### src/rtl/triangle_classify_area_defines.svh
// ----------------------------------------------------------------------------
// triangle_classify_area_defines
// assertion macros for the triangle classifier top-level rtl
// ----------------------------------------------------------------------------
`ifndef TRIANGLE_CLASSIFY_AREA_DEFINES_SVH
`define TRIANGLE_CLASSIFY_AREA_DEFINES_SVH

// same-cycle implication, gated by reset
`define TCA_ASSERT_SAME(lbl, clk, rst_n, ante, cons, msg) \
    lbl: assert property (@(posedge clk) disable iff (!rst_n) (ante) |-> (cons)) \
        else $error(msg);

// next-cycle implication, gated by reset
`define TCA_ASSERT_NEXT(lbl, clk, rst_n, ante, cons, msg) \
    lbl: assert property (@(posedge clk) disable iff (!rst_n) (ante) |=> (cons)) \
        else $error(msg);

`endif

### src/rtl/tca_pkg.sv
// ----------------------------------------------------------------------------
// tca_pkg
// shared widths, codes and the side-band tag of the triangle classifier
// ----------------------------------------------------------------------------
package tca_pkg;

    localparam int LEN_W    = 12;
    localparam int MARGIN_W = 12;
    localparam int PERIM_W  = 14;
    localparam int AREA_W   = 25;

    localparam logic [MARGIN_W-1:0] MARGIN_RESET = 12'd1;
    localparam logic [AREA_W-1:0]   AREA_MAX     = '1;

    typedef enum logic [1:0] {
        ST_OK   = 2'd0,
        ST_ZERO = 2'd1,
        ST_INEQ = 2'd2
    } status_t;

    typedef enum logic [1:0] {
        SH_SCALENE     = 2'd0,
        SH_ISOSCELES   = 2'd1,
        SH_EQUILATERAL = 2'd2
    } shape_t;

    typedef struct packed {
        status_t              status;
        shape_t               shape;
        logic [PERIM_W-1:0]   perim;
    } tca_tag_t;

endpackage

### src/rtl/tca_mult.sv
// ----------------------------------------------------------------------------
// tca_mult
// one stage: full product p(p-2a)(p-2b)(p-2c) from the two partials
// ----------------------------------------------------------------------------
module tca_mult #(
    parameter int SIDE_W = 12
) (
    input  logic                      clk,
    input  logic                      rst_n,
    input  logic                      up_valid,
    output logic                      up_ready,
    input  tca_pkg::tca_tag_t         up_tag,
    input  logic [2*(SIDE_W+2)-1:0]   up_m1,
    input  logic [2*(SIDE_W+2)-1:0]   up_m2,
    output logic                      dn_valid,
    input  logic                      dn_ready,
    output tca_pkg::tca_tag_t         dn_tag,
    output logic [4*(SIDE_W+2)-1:0]   dn_prod
);
    import tca_pkg::*;

    localparam int RW = 4 * (SIDE_W + 2);

    logic          v_reg;
    tca_tag_t      tag_reg;
    logic [RW-1:0] prod_reg;
    logic          rdy;

    assign rdy      = ~v_reg | dn_ready;
    assign up_ready = rdy;

    always_ff @(posedge clk or negedge rst_n)
    begin
        if (!rst_n)
        begin
            v_reg <= 1'b0;
        end
        else if (rdy)
        begin
            v_reg <= up_valid;
        end
    end

    always_ff @(posedge clk)
    begin
        if (rdy)
        begin
            tag_reg  <= up_tag;
            prod_reg <= RW'(up_m1) * RW'(up_m2);
        end
    end

    assign dn_valid = v_reg;
    assign dn_tag   = tag_reg;
    assign dn_prod  = prod_reg;

endmodule

### config.mk
export PLATFORM = sky130hd
export DESIGN_NAME = tca_mult
export DESIGN_NICKNAME = d
export VERILOG_FILES = /design/src/rtl/triangle_classify_area_defines.svh /design/src/rtl/tca_pkg.sv /design/src/rtl/tca_mult.sv
export SDC_FILE = /design/constraint.sdc
export NUM_CORES = 2
export LEC_CHECK = 0
export BUFFER_PORTS_ARGS = -buffer_cell sky130_fd_sc_hd__buf_2
export CAP_MARGIN = 0
export CORE_MARGIN = 2
export CORE_UTILIZATION = 59
export DETAILED_ROUTE_END_ITERATION = 10
export PLACE_DENSITY = 0.8
export SLEW_MARGIN = 20
export SYNTH_ARGS = -nofsm -noshare
export SYNTH_HDL_FRONTEND = slang
export SYNTH_SLANG_ARGS = --single-unit
export TNS_END_PERCENT = 50
### constraint.sdc
create_clock -name clk -period 3.25 [get_ports clk]
set_clock_uncertainty 0.2 [all_clocks]
set_input_delay 0.65 -clock clk [delete_from_list [all_inputs] [get_ports clk]]
set_output_delay 0.65 -clock clk [all_outputs]
set_load 0.02 [all_outputs]
==> key figures <==
Outcome
  • Status: complete, but fails checks
  • Failing checks: negative setup slack

Timing
  • Actual slew at the worst max-slew pin: 439 ps
  • Period utilisation layout: 2.11
  • Final setup margin: -3590 ps
  • Fmax: 146 MHz
  • Min Tclk post-route: 6840 ps
  • Worst Hold Slack: 276 ps
  • Number of setup violations in the final report: 52
  • Final hold violation count: 0
  • Worst slew margin: 0.708
  • Max Slew Vio Count: 0
  • RSZ-0062 raised after global routing: true

Synthesis
  • Most used DFF post-synth: edfxtp_1
  • Register area share after synthesis: 0.0795
  • Fraction of registers with async set/reset: 0.0133
  • Most instantiated cells after synthesis: inv_1, fa_1, nand2_1
  • Cell count after synthesis: 3067
  • Share of the synthesized area in the top cell type: 0.478
  • Synthesized cell area: 0.0283 mm^2
  • Post-synthesis cell type count: 59
  • Syn Nets: 4029
  • Mean area per synthesized cell: 9.21 um^2
  • Synthesis-stage register bit count: 75
  • Most frequent cell after synthesis: inv_1
  • Post-synth EDFFs: 74
  • Synth Warn #: 0
  • Ranking of synthesized cells by area: fa_1, inv_1, ha_1, and2_1, edfxtp_1
  • Post-synth top area cell: fa_1

Die
  • Standard-cell rows: 80
  • Die X: 223 um
  • Total I/O pin count: 154
  • Die Area: 0.0497 mm^2
  • Die Y: 223 um
  • Initial Util: 0.594
  • Core region area: 0.0475 mm^2

CTS
  • Worst-Skew Late Latency: 340 ps
  • CTS tree: done
  • Clk pin slew, worst setup/hold paths: 70 ps
  • H-Tree Depth: 3
  • Inserted Clock Buffers: 9
  • Root Driver: clkbuf_16
  • CTS max path bufs: 2
  • CTS sink cnt: 75

Place
  • Routability cong.: 0.960
  • Number of buffers added on ports: 153
  • Placed instance area: 0.0326 mm^2
  • Detail Placement HPWL: 67900 um

Flow run
  • Max Cap Viol: 0

Global route
  • Vias in the first global route: 26152
  • Grt met3 use: 0.0694
  • First-pass GRT wire length: 133000 um
  • Met1 Track Usage GR: 0.390
  • Remaining Overflow, GRT: 0
  • GRT Max-Usage Layer: met2
  • Largest net degree at the start of global routing: 76
  • Initial antenna violation count: 1
  • Gr usage total: 0.347
  • Met2 Use GR: 0.615

Final layout
  • Share of cells above drive strength 1: 0.262
  • Post-route cell area: 0.0352 mm^2
  • NumNets Final: 4457
  • Area grow syn2layout: 24.8%
  • ANT cells: 0

Hold path
  • Worst Hold Launch: up_tag[3]
  • Worst min path class: primary input to flop

Worst setup path
  • Critical path startpoint: up_m1[15]
  • Setup crit end kind: flop
  • WP data required: 3150 ps
  • CP arrival: 6740 ps
  • Kind of start point of the critical path: primary input
  • Critical path type: primary input to flop
  • Crit path max fanout: 6
  • Reg2Reg Launch Point: dn_valid$_DFFE_PN0P_

Route
  • Total length of routed wires: 85800 um
  • Vias per cell: 5.63
  • Via count: 23149
  • Starting DRT DRC Count: 1651
  • Drt wl/cell: 20.8 um
  • Antenna Violating Nets Remaining: 0
  • Drc violations: 0
  • Pre-antenna DRT Iters: 6
## repair_timing
item,in CTS,in global routing
pin swaps,131,99
setup buffers,49,32
gates resized for setup,320,94
endpoints found under the hold margin,1,0
cloned,3,4
endpoints found under the setup margin,53,52
hold buffers,1,0
## layout make-up
class,count,area [um^2]
inverter,775,2910
fill,3093,12300
sequential,75,2250
tap,615,769
clock inverter,7,76.3
multi-input combinational,2031,23800
timing repair buffer,603,5220
clock buffer,9,225
## flip-flops by register name (all words and copies together) (netlist names)
name	count
dn_tag	18
dn_prod	56
dn_valid	1
## critical path, cell delays in order
cell      delay, ps
buf_12          130
buf_4           130
buf_6           110
and2_4          150
fa_1            520
fa_2            460
fa_1            490
inv_1            50
fa_1            530
inv_2            40
fa_1            450
fa_1            550
inv_2            50
fa_2            570
inv_2            50
ha_4            290
and4_4          220
and3_4          200
nand3_4          80
a211oi_4        260
a211oi_2         90
o21ai_2         270
buf_6           170
a21oi_4          60
xnor2_2         140
## logic make-up after synthesis
family | synth area share
compound gates | 0.0417
xor+xnor | 0.0155
fa+ha+maj | 0.571
buf+inv | 0.128
flops | 0.0795
mux | 0.000709
simple gates | 0.164
## layer usage
metal	vias to the layer above	wire, um
li1	9738	-
met1	11730	28600
met2	1240	44200
met3	441	6730
met4	0	6270
met5	-	0
## placed cells by master (no fill, tap or decap), types with 29 or more instances in the layout
cell and count:
ha_1 179, nand2_1 408, fa_2 56, and2_1 373, inv_1 731, buf_12 36, buf_4 387, fa_1 618
and2_4 36, ha_4 30, a21oi_1 29, edfxtp_1 74, buf_2 103, buf_6 53, inv_2 44
## per-stage QoR
stage                     TNS [ps]   util  std cells  worst slack [ps]
after global placement     -183690  0.686       4019             -4220
after CTS                  -152480  0.727       4086             -3470
after detailed placement   -189450  0.686       4019             -4360
final                      -158850  0.741       4115             -3590
after global routing       -165640  0.741       4115             -3750
after floorplan            -150240      -       3067             -3490
## final timing paths
path,endpoint,slack [ps],depth (start not counted)
setup / recovery,dn_prod[51]$_DFFE_PP_,-3590,25
hold / removal,dn_tag[3]$_DFFE_PP_,280,1
setup reg to reg,dn_tag[9]$_DFFE_PP_,1780,2
hold reg to reg,dn_valid$_DFFE_PN0P_,650,3
max in group asynchronous,dn_valid$_DFFE_PN0P_,2340,2
min in group asynchronous,dn_valid$_DFFE_PN0P_,430,2
Power is not shown: default switching activity piles up to over one toggle a cycle in this logic, so the estimate is an artifact.
