===== src/rtl/triangle_classify_area_defines.svh =====
// ----------------------------------------------------------------------------
// triangle_classify_area_defines
// assertion macros for the triangle classifier top-level rtl
// ----------------------------------------------------------------------------
`ifndef TRIANGLE_CLASSIFY_AREA_DEFINES_SVH
`define TRIANGLE_CLASSIFY_AREA_DEFINES_SVH

// same-cycle implication, gated by reset
`define TCA_ASSERT_SAME(lbl, clk, rst_n, ante, cons, msg) \
    lbl: assert property (@(posedge clk) disable iff (!rst_n) (ante) |-> (cons)) \
        else $error(msg);

// next-cycle implication, gated by reset
`define TCA_ASSERT_NEXT(lbl, clk, rst_n, ante, cons, msg) \
    lbl: assert property (@(posedge clk) disable iff (!rst_n) (ante) |=> (cons)) \
        else $error(msg);

`endif


===== src/rtl/tca_pkg.sv =====
// ----------------------------------------------------------------------------
// tca_pkg
// shared widths, codes and the side-band tag of the triangle classifier
// ----------------------------------------------------------------------------
package tca_pkg;

    localparam int LEN_W    = 12;
    localparam int MARGIN_W = 12;
    localparam int PERIM_W  = 14;
    localparam int AREA_W   = 25;

    localparam logic [MARGIN_W-1:0] MARGIN_RESET = 12'd1;
    localparam logic [AREA_W-1:0]   AREA_MAX     = '1;

    typedef enum logic [1:0] {
        ST_OK   = 2'd0,
        ST_ZERO = 2'd1,
        ST_INEQ = 2'd2
    } status_t;

    typedef enum logic [1:0] {
        SH_SCALENE     = 2'd0,
        SH_ISOSCELES   = 2'd1,
        SH_EQUILATERAL = 2'd2
    } shape_t;

    typedef struct packed {
        status_t              status;
        shape_t               shape;
        logic [PERIM_W-1:0]   perim;
    } tca_tag_t;

endpackage


===== src/rtl/tca_sqrt.sv =====
// ----------------------------------------------------------------------------
// tca_sqrt
// pipelined floor square root, one result bit per stage
// ----------------------------------------------------------------------------
module tca_sqrt #(
    parameter int SIDE_W = 12
) (
    input  logic                      clk,
    input  logic                      rst_n,
    input  logic                      up_valid,
    output logic                      up_ready,
    input  tca_pkg::tca_tag_t         up_tag,
    input  logic [4*(SIDE_W+2)-1:0]   up_prod,
    output logic                      dn_valid,
    input  logic                      dn_ready,
    output tca_pkg::tca_tag_t         dn_tag,
    output logic [2*(SIDE_W+2)-1:0]   dn_root
);
    import tca_pkg::*;

    localparam int R  = 2 * (SIDE_W + 2);
    localparam int RW = 2 * R;
    localparam int NS = R;

    logic [RW-1:0] rem_reg  [NS];
    logic [RW-1:0] root_reg [NS];
    tca_tag_t      tag_reg  [NS];
    logic [NS-1:0] v_reg;
    logic [NS-1:0] rdy;

    for (genvar k = 0; k < NS; k++)
    begin : g_stage
        localparam logic [RW-1:0] STEP_BIT = {{(RW-1){1'b0}}, 1'b1} << (2 * (R - 1 - k));

        logic [RW-1:0] rem_in, root_in, trial;
        logic [RW-1:0] rem_next, root_next;
        tca_tag_t      tag_in;
        logic          v_in;

        // a stage moves when it is empty or nothing downstream is blocked
        assign rdy[k] = dn_ready | ~(&v_reg[NS-1:k]);

        if (k == 0)
        begin : g_first
            assign rem_in  = up_prod;
            assign root_in = '0;
            assign tag_in  = up_tag;
            assign v_in    = up_valid;
        end
        else
        begin : g_rest
            assign rem_in  = rem_reg[k-1];
            assign root_in = root_reg[k-1];
            assign tag_in  = tag_reg[k-1];
            assign v_in    = v_reg[k-1];
        end

        always_comb
        begin
            trial = root_in + STEP_BIT;
            if (rem_in >= trial)
            begin
                rem_next  = rem_in - trial;
                root_next = (root_in >> 1) + STEP_BIT;
            end
            else
            begin
                rem_next  = rem_in;
                root_next = root_in >> 1;
            end
        end

        always_ff @(posedge clk or negedge rst_n)
        begin
            if (!rst_n)
            begin
                v_reg[k] <= 1'b0;
            end
            else if (rdy[k])
            begin
                v_reg[k] <= v_in;
            end
        end

        always_ff @(posedge clk)
        begin
            if (rdy[k])
            begin
                rem_reg[k]  <= rem_next;
                root_reg[k] <= root_next;
                tag_reg[k]  <= tag_in;
            end
        end
    end

    assign up_ready = rdy[0];
    assign dn_valid = v_reg[NS-1];
    assign dn_tag   = tag_reg[NS-1];
    assign dn_root  = root_reg[NS-1][R-1:0];

endmodule


===== config.mk =====
export PLATFORM = sky130hd
export DESIGN_NAME = tca_sqrt
export DESIGN_NICKNAME = d
export VERILOG_FILES = /design/src/rtl/triangle_classify_area_defines.svh /design/src/rtl/tca_pkg.sv /design/src/rtl/tca_sqrt.sv
export SDC_FILE = /design/constraint.sdc
export NUM_CORES = 2
export LEC_CHECK = 0
export BUFFER_PORTS_ARGS = -buffer_cell sky130_fd_sc_hd__buf_2
export CAP_MARGIN = 0
export CELL_PAD_IN_SITES_DETAIL_PLACEMENT = 0
export CELL_PAD_IN_SITES_GLOBAL_PLACEMENT = 2
export CORE_ASPECT_RATIO = 1.2
export CORE_MARGIN = 1.5
export CORE_UTILIZATION = 39
export CTS_CLUSTER_DIAMETER = 40
export CTS_CLUSTER_SIZE = 14
export DETAILED_ROUTE_END_ITERATION = 8
export MAX_ROUTING_LAYER = met4
export PLACE_DENSITY = 0.76
export SETUP_SLACK_MARGIN = 0.15
export SKIP_CTS_REPAIR_TIMING = 1
export SLEW_MARGIN = 10
export SYNTH_ARGS = -nofsm -noshare
export SYNTH_HDL_FRONTEND = slang
export SYNTH_SLANG_ARGS = --single-unit

===== constraint.sdc =====
create_clock -name clk -period 19 [get_ports clk]
set_input_delay 2.85 -clock clk [delete_from_list [all_inputs] [get_ports clk]]
set_output_delay 2.85 -clock clk [all_outputs]
set_load 0.01 [all_outputs]

==> results.txt <==
status -> finished clean
Row Count -> 211
htree depth -> 5
Synth Area in Compound Gates -> 0.0794
Setup-failing EPs final -> 0
Sum Neg Setup Slack -> 0 ps
Die Width -> 484 µm
cell count after synthesis -> 7887
first-pass GRT wire length -> 360 mm
syn avg cell area -> 13.7 µm²
Critical Path AT -> 6430 ps
final core occ -> 0.451
kind of critical path -> input port to primary output
Final Max Slew Viols -> 0
grt ovf -> 0
clk sinks -> 2450
Nets -> 8761
Post-Place Worst Slack -> 9740 ps
Largest register FFs -> 1512
CTS tree -> built
Worst setup EP type -> primary output
critical path's slowest cell -> and3_1
Setup WS post-layout -> 9720 ps
syn_nets -> 8397
largest net degree at the start of global routing -> 88
delay-heaviest family, CP -> simple AND/OR/NAND/NOR gates
Req. time, crit path -> 16150 ps
worst min path class -> flip-flop to flip-flop
DRC errors left -> 0
most common cell after layout, fill and taps aside -> edfxtp_1
via count -> 62100
Seq cells post-synth -> 2450
Worst Setup Start Kind -> input port
max_slew headroom -> 0.138
share of cells above drive strength 1 -> 0.102
crit path cell chain -> buf_2 > nand4b_1 > buf_4 > nor2_1 > and3_1 > and3_1 > and3_1 > and3_1 > and3_1 > and2_1 > nand2_4 > buf_2
GRT Total Usage -> 0.168
total length of routed wires -> 234 mm
vias in the first global route -> 63400
Area after DPL -> 113000 µm²
Synth Area in Simple Gates -> 0.105
Placed Cells -> 11500
share of the synthesized area in the top cell type -> 0.673
Core Area -> 276000 µm²
DR vias/cell -> 5.12
CP max FO -> 36
antenna violations before repair -> 3
dominant cell type by area after synthesis -> edfxtp_1
Area Growth Syn to Fin -> 14.9%
Post-DP HPWL -> 179 mm
Slew @ Worst Pin -> 1280 ps
antenna-violating nets left -> 0
TritonRoute pass-1 iters -> 5
synthesized area -> 108000 µm²
Synth area leaders -> edfxtp_1, ha_1, xnor2_1
top_reg_cell synth -> edfxtp_1
WP buf/inv -> 3
clock slew at reported path FFs -> 60 ps
Hold WS -> 384 ps
initial core utilization -> 0.392
Seq/Total Area, Yosys -> 0.679
most frequent cells in the layout -> edfxtp_1, inv_1, nand2_1
Netlist cell types -> 88
Fin. Hold Viols -> 0
Pleak -> 48.7 nW
Detailed Route Iter0 Violations -> 3632
clk_lat worst skew -> 860 ps
detailed-route wire length per cell -> 19.3 µm
CTS max path bufs -> 4
FMAX -> 108 MHz
Ys Warns -> 0
main combinational cell family by area after synthesis -> simple AND/OR/NAND/NOR gates
fin cells -> 12100
io pins -> 126
Crit path top cell by count -> and3_1
skew final -> 84.6 ps
Max-Cap Viols -> 0
power per cell area -> 144 nW/µm²
Die Y -> 580 µm
VDD IR-drop max -> 0.0822 mV
async set-reset flop share out of synthesis -> 0.0114
Post-synth EDFFs -> 2422
Final Power -> 17.8 mW
Num CTS Buffers -> 327
CTS Root Buffer Type -> clkbuf_16
Tcrit/Tclk final -> 0.489
Die ar. -> 280000 µm²
PortBufs -> 125
max incr delay on CP -> 550 ps
xor-xnor portion of the synthesized cell area -> 0.0538
gpl congestion -> 0.904
minimum clock period -> 9280 ps
RSZ-0062 raised after global routing -> false
Synth Area in Adders -> 0.0500
post-synthesis mux area share -> 0.00795
post-route cell area -> 124000 µm²
[layer usage]
metal  vias up  GRT usage  wire [µm]  part of all wire
met5         -          -          0                 0
met4         0     0.0506       6520             0.028
met3       399     0.0234       7680             0.033
met2       989      0.328     132000              0.57
met1     30200      0.171      87500              0.37
li1      30500          -          -                 -
[where the power goes]
part	leakage (nW)	total, mW	internal, mW	switching [mW]
logic	18.6	3.46	1.45	2.02
clock network	5.26	6.05	3.67	2.38
registers	24.8	8.33	7.42	0.903
[path summary, 6_finish.rpt]
kind | to | from | slack, ps | cells past startpoint
max | up_ready | dn_ready | 9720 | 12
max reg2reg | rem_reg[1][45]$_DFFE_PP_ | rem_reg[0][865]$_DFFE_PP_ | 13980 | 11
min in group asynchronous | g_stage[26].v_in$_DFFE_PN0P_ | rst_n | 2070 | 1
max in group asynchronous | g_stage[6].v_in$_DFFE_PN0P_ | rst_n | 16420 | 1
min reg2reg | root_reg[1][241]$_DFFE_PP_ | root_reg[1][186]$_DFFE_PP_ | 380 | 0
min | root_reg[1][241]$_DFFE_PP_ | root_reg[1][186]$_DFFE_PP_ | 380 | 0
[cell families after synthesis]
kind of cell	after synthesis
xor gates and xnor gates	664
DFF	2450
and+or+nand+nor	2194
adders and majority gates	432
AOI/OAI and AO/OA	1390
muxes	77
buffers and inverters	680
[Yosys cell counts (28+ instances only)]
library cell     n
a211oi_1        33
a21o_1         191
a21oi_1        410
and2_1          31
and3_1          32
clkbuf_1       113
dfrtp_1         28
edfxtp_1      2422
ha_1           432
inv_1          533
mux2_2          63
nand2_1        526
nand2b_1       115
nand3_1        113
nand4_1        122
nor2_1         423
nor2b_1         59
nor3_1         204
nor4_1         255
nor4b_1         34
o211ai_1        35
o21a_1          79
o21ai_0        398
o21bai_1        34
or2_2           32
or3_1           68
or4_1           63
xnor2_1        340
xor2_1         324
[layout make-up]
type | instances | area (µm²)
Sequential cell | 2450 | 73400
Fill cell | 24500 | 151000
Timing Repair Buffer | 180 | 1040
Tap cell | 3621 | 4530
Antenna cell | 2 | 5.00
Multi-Input combinational cell | 4757 | 32300
Clock inverter | 223 | 2600
Clock buffer | 358 | 8360
Inverter | 535 | 2010
Power figures use the tool's default switching activity.
