## src/rtl/triangle_classify_area_defines.svh

```systemverilog
// ----------------------------------------------------------------------------
// triangle_classify_area_defines
// assertion macros for the triangle classifier top-level rtl
// ----------------------------------------------------------------------------
`ifndef TRIANGLE_CLASSIFY_AREA_DEFINES_SVH
`define TRIANGLE_CLASSIFY_AREA_DEFINES_SVH

// same-cycle implication, gated by reset
`define TCA_ASSERT_SAME(lbl, clk, rst_n, ante, cons, msg) \
    lbl: assert property (@(posedge clk) disable iff (!rst_n) (ante) |-> (cons)) \
        else $error(msg);

// next-cycle implication, gated by reset
`define TCA_ASSERT_NEXT(lbl, clk, rst_n, ante, cons, msg) \
    lbl: assert property (@(posedge clk) disable iff (!rst_n) (ante) |=> (cons)) \
        else $error(msg);

`endif

```

## src/rtl/tca_pkg.sv

```systemverilog
// ----------------------------------------------------------------------------
// tca_pkg
// shared widths, codes and the side-band tag of the triangle classifier
// ----------------------------------------------------------------------------
package tca_pkg;

    localparam int LEN_W    = 12;
    localparam int MARGIN_W = 12;
    localparam int PERIM_W  = 14;
    localparam int AREA_W   = 25;

    localparam logic [MARGIN_W-1:0] MARGIN_RESET = 12'd1;
    localparam logic [AREA_W-1:0]   AREA_MAX     = '1;

    typedef enum logic [1:0] {
        ST_OK   = 2'd0,
        ST_ZERO = 2'd1,
        ST_INEQ = 2'd2
    } status_t;

    typedef enum logic [1:0] {
        SH_SCALENE     = 2'd0,
        SH_ISOSCELES   = 2'd1,
        SH_EQUILATERAL = 2'd2
    } shape_t;

    typedef struct packed {
        status_t              status;
        shape_t               shape;
        logic [PERIM_W-1:0]   perim;
    } tca_tag_t;

endpackage

```

## src/rtl/tca_check.sv

```systemverilog
// ----------------------------------------------------------------------------
// tca_check
// two stages: side checks and Heron factors, then status, class and the
// two partial products of 16*A^2
// ----------------------------------------------------------------------------
module tca_check #(
    parameter int SIDE_W = 12
) (
    input  logic                         clk,
    input  logic                         rst_n,
    input  logic [tca_pkg::MARGIN_W-1:0] equal_margin,
    input  logic                         in_valid,
    output logic                         in_ready,
    input  logic [tca_pkg::LEN_W-1:0]    length_a,
    input  logic [tca_pkg::LEN_W-1:0]    length_b,
    input  logic [tca_pkg::LEN_W-1:0]    length_c,
    output logic                         dn_valid,
    input  logic                         dn_ready,
    output tca_pkg::tca_tag_t            dn_tag,
    output logic [2*(SIDE_W+2)-1:0]      dn_m1,
    output logic [2*(SIDE_W+2)-1:0]      dn_m2
);
    import tca_pkg::*;

    localparam int PW = SIDE_W + 2;
    localparam int MW = 2 * PW;

    logic [SIDE_W-1:0] a, b, c;
    logic [PW-1:0]     p_next;
    logic [PW:0]       fa_next, fb_next, fc_next;
    logic              zero_next;
    logic [2:0]        eq_next;
    logic [SIDE_W-1:0] dab, dbc, dac;

    logic              v1_reg;
    logic [PW-1:0]     p1_reg;
    logic [PW:0]       fa1_reg, fb1_reg, fc1_reg;
    logic              zero1_reg;
    logic [2:0]        eq1_reg;

    logic              bad;
    logic              ok;
    logic [PW-1:0]     fa, fb, fc;
    tca_tag_t          tag_next;
    logic [MW-1:0]     m1_next, m2_next;

    logic              v2_reg;
    tca_tag_t          tag2_reg;
    logic [MW-1:0]     m1_reg, m2_reg;

    logic              rdy1, rdy2;

    assign rdy2     = ~v2_reg | dn_ready;
    assign rdy1     = ~v1_reg | rdy2;
    assign in_ready = rdy1;

    // stage 1
    always_comb
    begin
        a = length_a[SIDE_W-1:0];
        b = length_b[SIDE_W-1:0];
        c = length_c[SIDE_W-1:0];
        p_next  = PW'(a) + PW'(b) + PW'(c);
        fa_next = (PW+1)'(p_next) - (PW+1)'({a, 1'b0});
        fb_next = (PW+1)'(p_next) - (PW+1)'({b, 1'b0});
        fc_next = (PW+1)'(p_next) - (PW+1)'({c, 1'b0});
        zero_next = (a == '0) || (b == '0) || (c == '0);
        dab = (a > b) ? (a - b) : (b - a);
        dbc = (b > c) ? (b - c) : (c - b);
        dac = (a > c) ? (a - c) : (c - a);
        eq_next[0] = MARGIN_W'(dab) < equal_margin;
        eq_next[1] = MARGIN_W'(dbc) < equal_margin;
        eq_next[2] = MARGIN_W'(dac) < equal_margin;
    end

    always_ff @(posedge clk or negedge rst_n)
    begin
        if (!rst_n)
        begin
            v1_reg <= 1'b0;
        end
        else if (rdy1)
        begin
            v1_reg <= in_valid;
        end
    end

    always_ff @(posedge clk)
    begin
        if (rdy1)
        begin
            p1_reg    <= p_next;
            fa1_reg   <= fa_next;
            fb1_reg   <= fb_next;
            fc1_reg   <= fc_next;
            zero1_reg <= zero_next;
            eq1_reg   <= eq_next;
        end
    end

    // stage 2
    always_comb
    begin
        // strict inequality fails when some p - 2x is not positive
        bad = fa1_reg[PW] || (fa1_reg == '0) ||
              fb1_reg[PW] || (fb1_reg == '0) ||
              fc1_reg[PW] || (fc1_reg == '0);
        ok  = !zero1_reg && !bad;

        tag_next.perim = PERIM_W'(p1_reg);
        priority if (zero1_reg)
        begin
            tag_next.status = ST_ZERO;
        end
        else if (bad)
        begin
            tag_next.status = ST_INEQ;
        end
        else
        begin
            tag_next.status = ST_OK;
        end

        priority if (!ok)
        begin
            tag_next.shape = SH_SCALENE;
        end
        else if (eq1_reg[0] && eq1_reg[1])
        begin
            tag_next.shape = SH_EQUILATERAL;
        end
        else if (|eq1_reg)
        begin
            tag_next.shape = SH_ISOSCELES;
        end
        else
        begin
            tag_next.shape = SH_SCALENE;
        end

        // invalid items carry a zero product so the root comes out zero
        fa = ok ? fa1_reg[PW-1:0] : '0;
        fb = ok ? fb1_reg[PW-1:0] : '0;
        fc = ok ? fc1_reg[PW-1:0] : '0;
        m1_next = MW'(p1_reg) * MW'(fa);
        m2_next = MW'(fb) * MW'(fc);
    end

    always_ff @(posedge clk or negedge rst_n)
    begin
        if (!rst_n)
        begin
            v2_reg <= 1'b0;
        end
        else if (rdy2)
        begin
            v2_reg <= v1_reg;
        end
    end

    always_ff @(posedge clk)
    begin
        if (rdy2)
        begin
            tag2_reg <= tag_next;
            m1_reg   <= m1_next;
            m2_reg   <= m2_next;
        end
    end

    assign dn_valid = v2_reg;
    assign dn_tag   = tag2_reg;
    assign dn_m1    = m1_reg;
    assign dn_m2    = m2_reg;

endmodule

```

## config.mk

```make
export PLATFORM = sky130hd
export DESIGN_NAME = tca_check
export DESIGN_NICKNAME = d
export VERILOG_FILES = /design/src/rtl/triangle_classify_area_defines.svh /design/src/rtl/tca_pkg.sv /design/src/rtl/tca_check.sv
export SDC_FILE = /design/constraint.sdc
export NUM_CORES = 1
export LEC_CHECK = 0
export BUFFER_PORTS_ARGS = -buffer_cell sky130_fd_sc_hd__buf_2
export CAP_MARGIN = 25
export CORE_UTILIZATION = 30
export CTS_BUF_LIST = sky130_fd_sc_hd__clkbuf_16
export CTS_CLUSTER_SIZE = 10
export DETAILED_ROUTE_END_ITERATION = 7
export PLACE_DENSITY = 0.46
export SLEW_MARGIN = 20
export SYNTH_ARGS = -nofsm -noshare
export SYNTH_HDL_FRONTEND = slang
export SYNTH_SLANG_ARGS = --single-unit
```

## constraint.sdc

```tcl
create_clock -name clk -period 15.66 [get_ports clk]
set_input_delay 4.698 -clock clk [delete_from_list [all_inputs] [get_ports clk]]
set_output_delay 4.698 -clock clk [all_outputs]
set_load 0.02 [all_outputs]
```

==> results.md, run 1 <==
- Outcome: completed
- Final setup fails: 0
- Share of cells above drive strength 1: between 7 and 8%
- PD cells: 137 nW/µm²
- Mapped Nets: roughly 3300
- Hold Path Class: register to register
- Syn Std Cell Area: 23800 µm²
- Commonest non-fill, non-tap cells in the layout: inv_1, ha_1, fa_1
- RSZ-0062 raised after global routing: false
- Worst-case clock buffer depth: 2
- Pre-CTS WS: between 5 and 6 ns
- Crit-path slowest cell: buf_4
- Worst Clk Skew: between 0.015 and 0.02 ns
- Worst Setup SP: dn_ready
- H-tree depth: 4
- Die height: roughly 280 µm
- Post-synth ARST share: around 1.5%
- Worst setup SP type: input port
- Clock Sinks: between 100 and 150
- Placement-stage cell area: between 20000 and 30000 µm²
- Final WL: around 70000 µm
- Rows: a little over 100
- Actual slew at the worst max-slew pin: ~1 ns
- Number of global-route vias before repair: a little under 20000
- Slew HR: approximately a third
- FF-to-FF End: dn_m1[27]
- WHS: between 0.4 and 0.5 ns
- Post-synth EDFFs: approximately 130
- WP data arrival: around 5.5 ns
- CP Data Required Time: around 11 ns
- WP depth: 4
- Setup Fix Bufs, Post-CTS: 0
- Yosys warns: 0
- GP Congestion: slightly above 0.9
- Post-route DRC violation count: 0
- DR WL/cell: 19.2 µm
- Initial antenna violation count: 0
- CTS root buf: clkbuf_16
- Core area: a little under 80000 µm²
- Nets: 3301
- Crit path time final: between 10 and 15 ns
- Fillcell total: between 8000 and 9000
- GRT Total Usage: between 10% and 20%
- CTS Buf Count: 17
- First-pass GRT wire length: about 110000 µm
- Antenna Nets Post-Route: 0
- CP Max Fanout: 20
- R2R Path Start: fc1_reg[8]
- DRT Pass-1 Iters: 5
- Max frequency: 98.4 MHz
- Reg2reg path depth: 26
- CTS tree: built
- Overflow after GRT: 0
- Drt via density: 5.02
- Layout area overhead: 9.25%
- Sequential area share after synthesis: between 15 and 20%
- Initial Utilization: 30.5%
- Crit end category: output port
- Cell area after layout: roughly 26000 µm²
- Final core utilization: ~33%
- WS Path Type: input port to output port
- CTS Hold Bufs: 0
- # diodes: 0
- Vias: ~18000
- CP most frequent cell: buf_2
- CP cell instances: buf_2 -> nand3b_1 -> buf_4 -> buf_2
- Worst vdd ir: approximately 0.000085 V
- Synthesized instance count: 2565
- Synth Register Bits: ~140
- Crit path max-delay family: buffers and inverters
- Die Span X: approximately 280 µm
- Synth cell types: 72
- Detailed placer's ending HPWL: 57300 µm
- Clock transition at the register clock pins on the worst setup and hold paths after CTS: around 0.070 ns
- # resized after CTS: 0
- Final setup margin: ~5.5 ns
- Flop-to-flop setup slack: between 6 and 7 ns
- CP Buf/Inv Count: 3
- Fin. max-slew vios: 0
- Setup TNS: 0 ns
- Die area: 80400 µm²
- CP endpoint: in_ready
- Final worst path period share: around two thirds
- Most common cell after layout, fill and taps aside: inv_1
- Clk_lat worst skew: 0.48 ns
- IO Port Bufs: 127
- Leak: between 10 and 15 nW
- Avg Inst Size Synth: 9.27 µm²
- Max_cap viols: 0
- Num ports: ~130
- Ys flop type: edfxtp_1
- CP max stage delay: 0.32 ns
- Largest net degree at the start of global routing: around 130
- 1st-iter DRT viols: roughly 1100
- Final hold vios: 0
[cells in the mapped netlist, types with 8 or more instances]
library cell | number | share of area [%]
o21ai_1 | 16 | 0.34
ha_1 | 333 | 18
o211ai_1 | 12 | 0.38
or3_1 | 10 | 0.26
a221oi_1 | 9 | 0.33
o21bai_1 | 11 | 0.35
o21ai_0 | 62 | 1.3
edfxtp_1 | 134 | 17
o31ai_1 | 8 | 0.25
fa_1 | 304 | 26
and2_1 | 27 | 0.71
xor2_1 | 44 | 1.6
clkbuf_1 | 106 | 1.7
a211oi_1 | 10 | 0.32
nand4_1 | 19 | 0.50
a311oi_1 | 8 | 0.29
a31oi_1 | 12 | 0.32
o21a_1 | 10 | 0.32
nor4_1 | 20 | 0.53
nand2b_1 | 18 | 0.47
nand2_1 | 272 | 4.3
mux2i_1 | 18 | 0.76
xnor2_1 | 74 | 2.7
nand3_1 | 29 | 0.61
nor2_1 | 91 | 1.4
and3_1 | 194 | 5.1
a21o_1 | 62 | 2.0
a21oi_1 | 106 | 2.2
nor2b_1 | 17 | 0.45
inv_1 | 414 | 6.5
nor3_1 | 22 | 0.46
[how the worst min path moves through the flow]
stage,startpoint,cells past startpoint,end
global placement,v1_reg,1,dn_valid
CTS,v1_reg,1,dn_valid
global route,v1_reg,1,dn_valid
detailed placement,v1_reg,1,dn_valid
floorplan,v1_reg,1,dn_valid
finish,v1_reg,1,dn_valid
[routing by layer]
metal  routed length [µm]  GRT usage [%]
met1                33200           24.6
met4                 1910           6.35
met5                    0              0
met3                 2680           1.67
met2                32400           29.0
[report_power, final]
group	internal [mW]	switching, mW
combinational	0.866	1.38
clock	0.234	0.184
sequential	0.637	0.259
[worst register-to-register path, cell delays in order, from the launching register on]
cell      delay (ns)
edfxtp_1        0.79
nor4_1          0.14
nand4_1         0.14
nand4_1         0.33
nor2_4          0.19
buf_4           0.72
buf_4           0.78
and2_1          0.54
nand2_1         0.15
fa_1            0.57
inv_1           0.06
fa_1            0.50
inv_1           0.06
fa_1            0.53
inv_1           0.05
fa_1            0.48
inv_1           0.05
fa_1            0.47
inv_1           0.04
ha_1            0.34
and3_1          0.25
a221oi_1        0.41
o22ai_1         0.13
a311o_1         0.43
o21a_1          0.27
o31ai_1         0.38
xnor2_1         0.12
[final cells by class]
cell class | count | area [µm²] | area share (%)
Multi-Input combinational cell | 1903 | 17700 | 68.3
Sequential cell | 136 | 4070 | 15.7
Inverter | 414 | 1550 | 5.98
Tap cell | 1040 | 1300 | 5.01
Timing Repair Buffer | 140 | 733 | 2.82
Clock buffer | 17 | 425 | 1.64
Clock inverter | 15 | 153 | 0.588
[kinds of logic (layout without fill, tap and decap cells)]
| kind of cell | after synthesis | count (layout) | synth area share [%] |
|---|---|---|---|
| compound gates | 388 | 388 | 10.7 |
| xor+xnor | 118 | 118 | 4.35 |
| fa+ha+maj | 637 | 637 | 43.1 |
| buf+inv | 526 | 586 | 8.34 |
| flops | 136 | 136 | 17.1 |
| mux | 23 | 23 | 0.995 |
| simple gates | 737 | 737 | 15.4 |
[per-stage QoR]
stage	cells	power, mW
floorplan	2565	2.43
global route	3665	3.92
global placement	3633	3.13
detailed placement	3633	3.14
CTS	3665	3.60
finish	3665	3.55
No activity file was read; power rests on OpenSTA's default activity.
==> run 2: changes to the inputs <==
--- a/config.mk
+++ b/config.mk
@@ -5,13 +5,14 @@
 export SDC_FILE = /design/constraint.sdc
 export NUM_CORES = 1
 export LEC_CHECK = 0
+export ABC_AREA = 1
 export BUFFER_PORTS_ARGS = -buffer_cell sky130_fd_sc_hd__buf_2
 export CAP_MARGIN = 25
 export CORE_UTILIZATION = 30
 export CTS_BUF_LIST = sky130_fd_sc_hd__clkbuf_16
 export CTS_CLUSTER_SIZE = 10
 export DETAILED_ROUTE_END_ITERATION = 7
-export PLACE_DENSITY = 0.46
+export PLACE_DENSITY = 0.47
 export SLEW_MARGIN = 20
 export SYNTH_ARGS = -nofsm -noshare
 export SYNTH_HDL_FRONTEND = slang
==> constraint.sdc (replaced) <==
create_clock -name clk -period 8.2 [get_ports clk]
set_input_delay 2.46 -clock clk [delete_from_list [all_inputs] [get_ports clk]]
set_output_delay 2.46 -clock clk [all_outputs]
set_load 0.02 [all_outputs]
==> run 2 against run 1 <==
Compared with the run above: final cell count increased by 28%; combinational power increased by 130%; clock power increased by 93%; clock skew decreased by 0.0037 ns; synthesized cell count increased by 35%; non-clock buffer count increased by 19; register-to-register slack got worse by 5.6 ns; area after synthesis increased by 11%; via count increased by 24%; worst hold slack improved by 0.059 ns; count of clock-buffer cells in the layout unchanged; sequential power increased by 72%; largest power group unchanged.
==> results.md, run 2 <==
- Sequential area share after synthesis: 15.4% (-1.7 points)
- Overflow after GRT: 0 (unchanged)
- H-tree depth: 4 (unchanged)
- Cell area after layout: 28900 µm² (+11%)
- Worst Clk Skew: 0.0115 ns (-0.00367 ns)
- # diodes: 0 (unchanged)
- Leak: 15.5 nW (+14%)
- Synthesized instance count: 3467 (+35%)
- Initial antenna violation count: 3 (+3)
- CTS Buf Count: 17 (unchanged)
- Final setup fails: 0 (unchanged)
- Setup TNS: 0 ns (unchanged)
- CP endpoint: dn_m1[19]
- Yosys warns: 0 (unchanged)
- Max_cap viols: 0 (unchanged)
- Worst vdd ir: 0.000146 V (+71%)
- 1st-iter DRT viols: 1465 (+28%)
- Placement-stage cell area: 28300 µm² (+11%)
- Reg2reg path depth: 26 (unchanged)
- CP Data Required Time: 8.41 ns (-2.55 ns)
- Clock Sinks: 136 (unchanged)
- Rows: 108 (+5.9%)
- DRT Pass-1 Iters: 6 (+1)
- Post-synth ARST share: 1.47% (unchanged)
- PD cells: 261 nW/µm² (+91%)
- RSZ-0062 raised after global routing: false
- R2R Path Start: fc1_reg[1]
- Placed Cells incl. Taps: 4669 (+29%)
- Number of global-route vias before repair: 22800 (+18%)
- Cell taking the most area after synthesis: fa_1
- Hold Path Class: register to register
- Clk_lat worst skew: 0.47 ns (about the same)
- Slew HR: 23.5% (-10 points)
- FF-to-FF End: dn_m1[19]
- Synth top area cells: fa_1, ha_1, edfxtp_1
- Vias: 22800 (+24%)
- Setup Fix Bufs, Post-CTS: 0 (unchanged)
- Max frequency: about 140 MHz
- Drt via density: 4.85 (-3.5%)
- Mapped Nets: 4156 (+28%)
- CP Max Fanout: 36 (+80%)
- Outcome: completed
- Synth top cells by count: nand2_1, inv_1, ha_1
- Clock transition at the register clock pins on the worst setup and hold paths after CTS: 0.07 ns (about the same)
- Die Span X: 299 µm (+5.4%)
- Die height: 299 µm (+5.4%)
- Post-route DRC violation count: 0 (unchanged)
- Fin cells: 4701 (+28%)
- Yosys top cell area share: 23.0% (-2.6 points)
- Worst-case clock buffer depth: 2 (unchanged)
- WS Path Type: register to register
- Core area: 87000 µm² (+12%)
- Fin. max-slew vios: 0 (unchanged)
- CTS root buf: clkbuf_16
- Final worst path period share: about nine tenths
- Design Power: 7.55 mW (+110%)
- Worst setup SP type: register
- Final hold vios: 0 (unchanged)
- WP data arrival: 7.47 ns (+2.01 ns)
- Commonest non-fill, non-tap cells in the layout: nand2_1, inv_1, ha_1
- GP Congestion: 0.935 (+0.33%)
- Flop-to-flop setup slack: 0.94 ns (-5.56 ns)
- IO Port Bufs: 127 (unchanged)
- CTS Hold Bufs: 0 (unchanged)
- Most common cell in the netlist: nand2_1
- GRT Total Usage: 19.1% (+1.2 points)
- Final WL: 84600 µm (+20%)
- DR WL/cell: 18.0 µm (-6.2%)
- Nets: 4222 (+28%)
- Actual slew at the worst max-slew pin: 1.13 ns (+0.139 ns)
- Most common cell after layout, fill and taps aside: nand2_1
- Initial Utilization: 30.4% (-0.13 points)
- Synth cell types: 37 (-49%)
- Layout area overhead: 9.40%
- Avg Inst Size Synth: 7.62 µm² (-18%)
- Share of cells above drive strength 1: 5.87% (-1.2 points)
- Post-synth EDFFs: 134 (unchanged)
- Detailed placer's ending HPWL: 71100 µm (+24%)
- Worst Setup SP: fc1_reg[1]
- # resized after CTS: 0 (unchanged)
- Ys flop type: edfxtp_1
- Crit path time final: 7.26 ns
- Largest net degree at the start of global routing: 114 (-10%)
- Crit end category: register
- Antenna Nets Post-Route: 0 (unchanged)
- Synth Register Bits: 136 (unchanged)
- Num ports: 128 (unchanged)
- First-pass GRT wire length: 132000 µm (+19%)
- CTS tree: built
- Syn Std Cell Area: 26400 µm² (+11%)
- Die area: 89300 µm² (+11%)
[run 2: cell families after synthesis]
family / after synthesis / synth area share [%]
xor gates and xnor gates: 110 / 3.65
and+or+nand+nor: 1531 / 25.5
DFF: 136 / 15.4
buffers and inverters: 830 / 12.1
adders and majority gates: 637 / 38.8
AOI/OAI and AO/OA: 223 / 4.56
[run 2: how the worst min path moves through the flow]
stage	start	endpoint	cells after the start
after global routing	v1_reg	dn_valid	2
after floorplan	p1_reg[0]	dn_tag[0]	0
final	v1_reg	dn_valid	2
after CTS	v1_reg	dn_valid	2
after detailed placement	v1_reg	dn_valid	2
after global placement	v1_reg	dn_valid	2
[run 2: routing by layer]
| layer | wire, µm | global-route usage [%] | up-vias |
|---|---|---|---|
| li1 | - | - | 11200 |
| met1 | 40300 | 26.9 | 10900 |
| met2 | 38600 | 31.1 | 595 |
| met3 | 4070 | 2.01 | 75 |
| met4 | 1570 | 4.82 | 4 |
| met5 | 27 | 0 | - |
[run 2: final cells by class]
cell class,instances,area [µm²]
multi-input combinational,2501,19200
clock inverter,15,166
sequential,136,4070
timing repair buffer,159,913
inverter,718,2700
tap,1155,1450
fill,9503,58100
clock buffer,17,425
[run 2: power by group]
part           switching (mW)  internal (mW)
clock                   0.353          0.455
combinational            3.42           1.78
sequential              0.314           1.23
total                    4.09           3.46
[run 2: worst max-delay path, stage by stage (launching register included)]
cell	delay [ns]
edfxtp_1	0.69
inv_1	0.15
nand2_1	0.13
nor2_1	0.06
nand2_1	0.08
nand2_1	0.08
nor2_4	0.67
nand3_1	0.60
nor2_1	0.31
fa_1	0.44
inv_1	0.08
fa_1	0.40
inv_1	0.08
fa_1	0.44
fa_1	0.50
fa_1	0.49
inv_1	0.05
fa_1	0.47
inv_1	0.04
ha_1	0.32
nand2_1	0.12
inv_1	0.05
a21oi_1	0.21
nand3_1	0.22
nand2_1	0.11
nand2_1	0.06
xor2_1	0.14
[run 2: metrics by stage]
stage                     util [%]  hold slack [ns]  setup WS (ns)
after global placement        32.5            0.514           1.01
final                         33.2            0.533          0.941
after floorplan                  -            0.421           1.72
after detailed placement      32.5            0.520          0.955
after global routing          33.2            0.592          0.336
after CTS                     33.2            0.545          0.934
==> run 3: changes to the inputs <==
==> constraint.sdc (replaced) <==
create_clock -name clk -period 8.2 [get_ports clk]
set_input_delay 1.64 -clock clk [delete_from_list [all_inputs] [get_ports clk]]
set_output_delay 1.64 -clock clk [all_outputs]
set_load 0.02 [all_outputs]
==> run 3 against run 2 <==
Compared with the run above: final area increased by 0.25%; critical path type unchanged; first-iteration DRC count decreased by 5.9%; worst setup slack got worse by 0.10 ns; critical path depth is 1 higher; die area unchanged; maximum frequency shrank 1.4%; routed wire length grew 0.68%; largest cell class unchanged; critical endpoint is now dn_m2[14]; global-route usage hardly changed; sequential share of layout area about the same; non-clock buffer count is 3 higher; total power rose by 1.4%; via count barely moved.
==> results.md, run 3 (synthesized netlist as in run 2, its figures left out) <==
- Antenna Nets Post-Route: 0 (unchanged)
- Setup Fix Bufs, Post-CTS: 0 (unchanged)
- PD cells: 264 nW/µm² (+1.1%)
- IO Port Bufs: 127 (unchanged)
- 1st-iter DRT viols: 1379 (-5.9%)
- Max frequency: 136 MHz (-1.4%)
- Post-route DRC violation count: 0 (unchanged)
- Worst min-delay path startpoint: v1_reg
- Fillcell total: 9510 (+0.074%)
- H-tree depth: 4 (unchanged)
- Final setup margin: 0.837 ns (-0.105 ns)
- Pre-CTS WS: 0.939 ns (-0.0155 ns)
- Most common cell after layout, fill and taps aside: nand2_1
- Number of global-route vias before repair: 22700 (-0.72%)
- Detailed placer's ending HPWL: 71900 µm (+1.0%)
- Leak: 15.5 nW (+0.25%)
- Outcome: completed
- WP data arrival: 7.55 ns (+0.08 ns)
- Hold path cells: 2 (unchanged)
- Worst Clk Skew: 0.0102 ns (-0.00129 ns)
- Final setup fails: 0 (unchanged)
- Area occupied by multi-input gates: 19200 µm² (unchanged)
- Initial antenna violation count: 2 (-1)
- Design Power: 7.66 mW (+1.4%)
- CP Data Required Time: 8.39 ns (-0.02 ns)
- Clock Sinks: 136 (unchanged)
- CTS Buf Count: 17 (unchanged)
- Fin. max-slew vios: 0 (unchanged)
- Largest net degree at the start of global routing: 114 (unchanged)
- Core area: 87000 µm² (unchanged)
- Worst vdd ir: 0.000148 V (+1.9%)
- Flop-to-flop setup slack: 0.84 ns (-0.10 ns)
- Die height: 299 µm (unchanged)
- Clk_lat worst skew: 0.46 ns (about the same)
- Hold Path Class: register to register
- First-pass GRT wire length: 132000 µm (about the same)
- Vias: 22800 (+0.048%)
- Clock transition at the register clock pins on the worst setup and hold paths after CTS: 0.07 ns (about the same)
- Num ports: 128 (unchanged)
- Die area: 89300 µm² (unchanged)
- Max_cap viols: 0 (unchanged)
- CP Max Fanout: 37 (+2.8%)
- WHS: 0.541 ns (+0.00747 ns)
- CTS Hold Bufs: 0 (unchanged)
- GP Congestion: 0.928 (-0.74%)
- GRT Total Usage: 19.1% (+0.042 points)
- # diodes: 0 (unchanged)
- Commonest non-fill, non-tap cells in the layout: nand2_1, inv_1, ha_1
- Drt via density: 4.85 (about the same)
- Rows: 108 (unchanged)
- Slew HR: 34.2% (+11 points)
- Crit path time final: 7.36 ns (+0.105 ns)
- CTS tree: built
- Overflow after GRT: 0 (unchanged)
- WS Path Type: register to register
- RSZ-0062 raised after global routing: false
- Final hold vios: 0 (unchanged)
- Final worst path period share: 89.8% (+1.3 points)
- Actual slew at the worst max-slew pin: 0.974 ns (-0.159 ns)
- Share of cells above drive strength 1: 5.95% (+0.080 points)
- Initial Utilization: 30.4% (unchanged)
- DRT Pass-1 Iters: 8 (+2)
- Worst-case clock buffer depth: 2 (unchanged)
- # resized after CTS: 0 (unchanged)
- Crit end category: register
- Layout area overhead: 9.68%
- Reg2reg path depth: 27 (+3.8%)
- Die Span X: 299 µm (unchanged)
- FF-to-FF End: dn_m2[14]
- WHS Endpoint: dn_valid
- CTS root buf: clkbuf_16
- Final WL: 85100 µm (+0.68%)
- Nets: 4225 (+0.071%)
- R2R Path Start: fc1_reg[1]
- DR WL/cell: 18.1 µm (+0.62%)
- FF+latch area: 4070 µm² (unchanged)
- Worst setup SP type: register
- Setup TNS: 0 ns (unchanged)
## run 3: changes by cell type in the layout (fill, tap and decap cells not counted), sizes merged
cell      delta
buf          +3
clkinvlp     -1
inv          -2
bufinv       +2
clkinv       +1
## run 3: how the worst max path moves through the flow
| stage | from | end | depth (start not counted) | slack [ns] |
|---|---|---|---|---|
| floorplan | p1_reg[0] | dn_m1[19] | 30 | 2.21 |
| global placement | fc1_reg[8] | dn_m2[14] | 27 | 0.98 |
| detailed placement | fc1_reg[7] | dn_m1[27] | 29 | 0.94 |
| CTS | fc1_reg[7] | dn_m1[19] | 26 | 0.92 |
| global route | fc1_reg[7] | dn_m1[25] | 27 | 0.35 |
| finish | fc1_reg[1] | dn_m2[14] | 27 | 0.84 |
## run 3: power breakdown
part	total, mW	internal [mW]	switching (mW)
Sequential	1.51	1.23	0.283
Clock	0.868	0.517	0.351
Combinational	5.28	1.80	3.48
Total	7.66	3.54	4.12
## run 3: critical path, stage by stage (launching register included)
cell and delay (ns):
edfxtp_1 0.67, inv_1 0.15, nand2_1 0.12, nor2_1 0.05
nand2_1 0.10, nand2_1 0.10, nor2_4 0.73, nand3_1 0.55
nor2_1 0.26, fa_1 0.21, inv_1 0.06, fa_1 0.50
inv_1 0.05, fa_1 0.51, inv_1 0.06, fa_1 0.52
inv_1 0.05, fa_1 0.47, inv_1 0.04, fa_1 0.47
inv_1 0.04, ha_1 0.33, nand2_1 0.14, inv_1 0.07
a21oi_1 0.24, nand2_1 0.22, a21oi_1 0.24, xnor2_1 0.13
## run 3: through the flow
| step | instances | cell area [µm²] | utilization [%] |
|---|---|---|---|
| 4_1_cts | 4704 | 29000 | 33.3 |
| 6_report | 4704 | 29000 | 33.3 |
| 5_1_grt | 4704 | 29000 | 33.3 |
| 2_1_floorplan | 3467 | 26400 | - |
| 3_5_place_dp | 4672 | 28300 | 32.6 |
| 3_3_place_gp | 4672 | 28300 | 32.6 |
## run 3: area by class of cell
class | count | share of cell area [%]
inverters | 718 | 9.32
repair buffers | 162 | 3.23
multi-input cells | 2501 | 66.2
clock buffers | 17 | 1.47
well taps | 1155 | 4.99
clock inverters | 15 | 0.747
flip-flops and latches | 136 | 14.1
## run 3: layer usage
layer	routed length, µm	vias up	track usage (%)
li1	-	11200	-
met1	40200	10800	27.0
met2	38400	652	30.6
met3	4200	101	1.95
met4	2280	4	6.09
met5	23	-	0
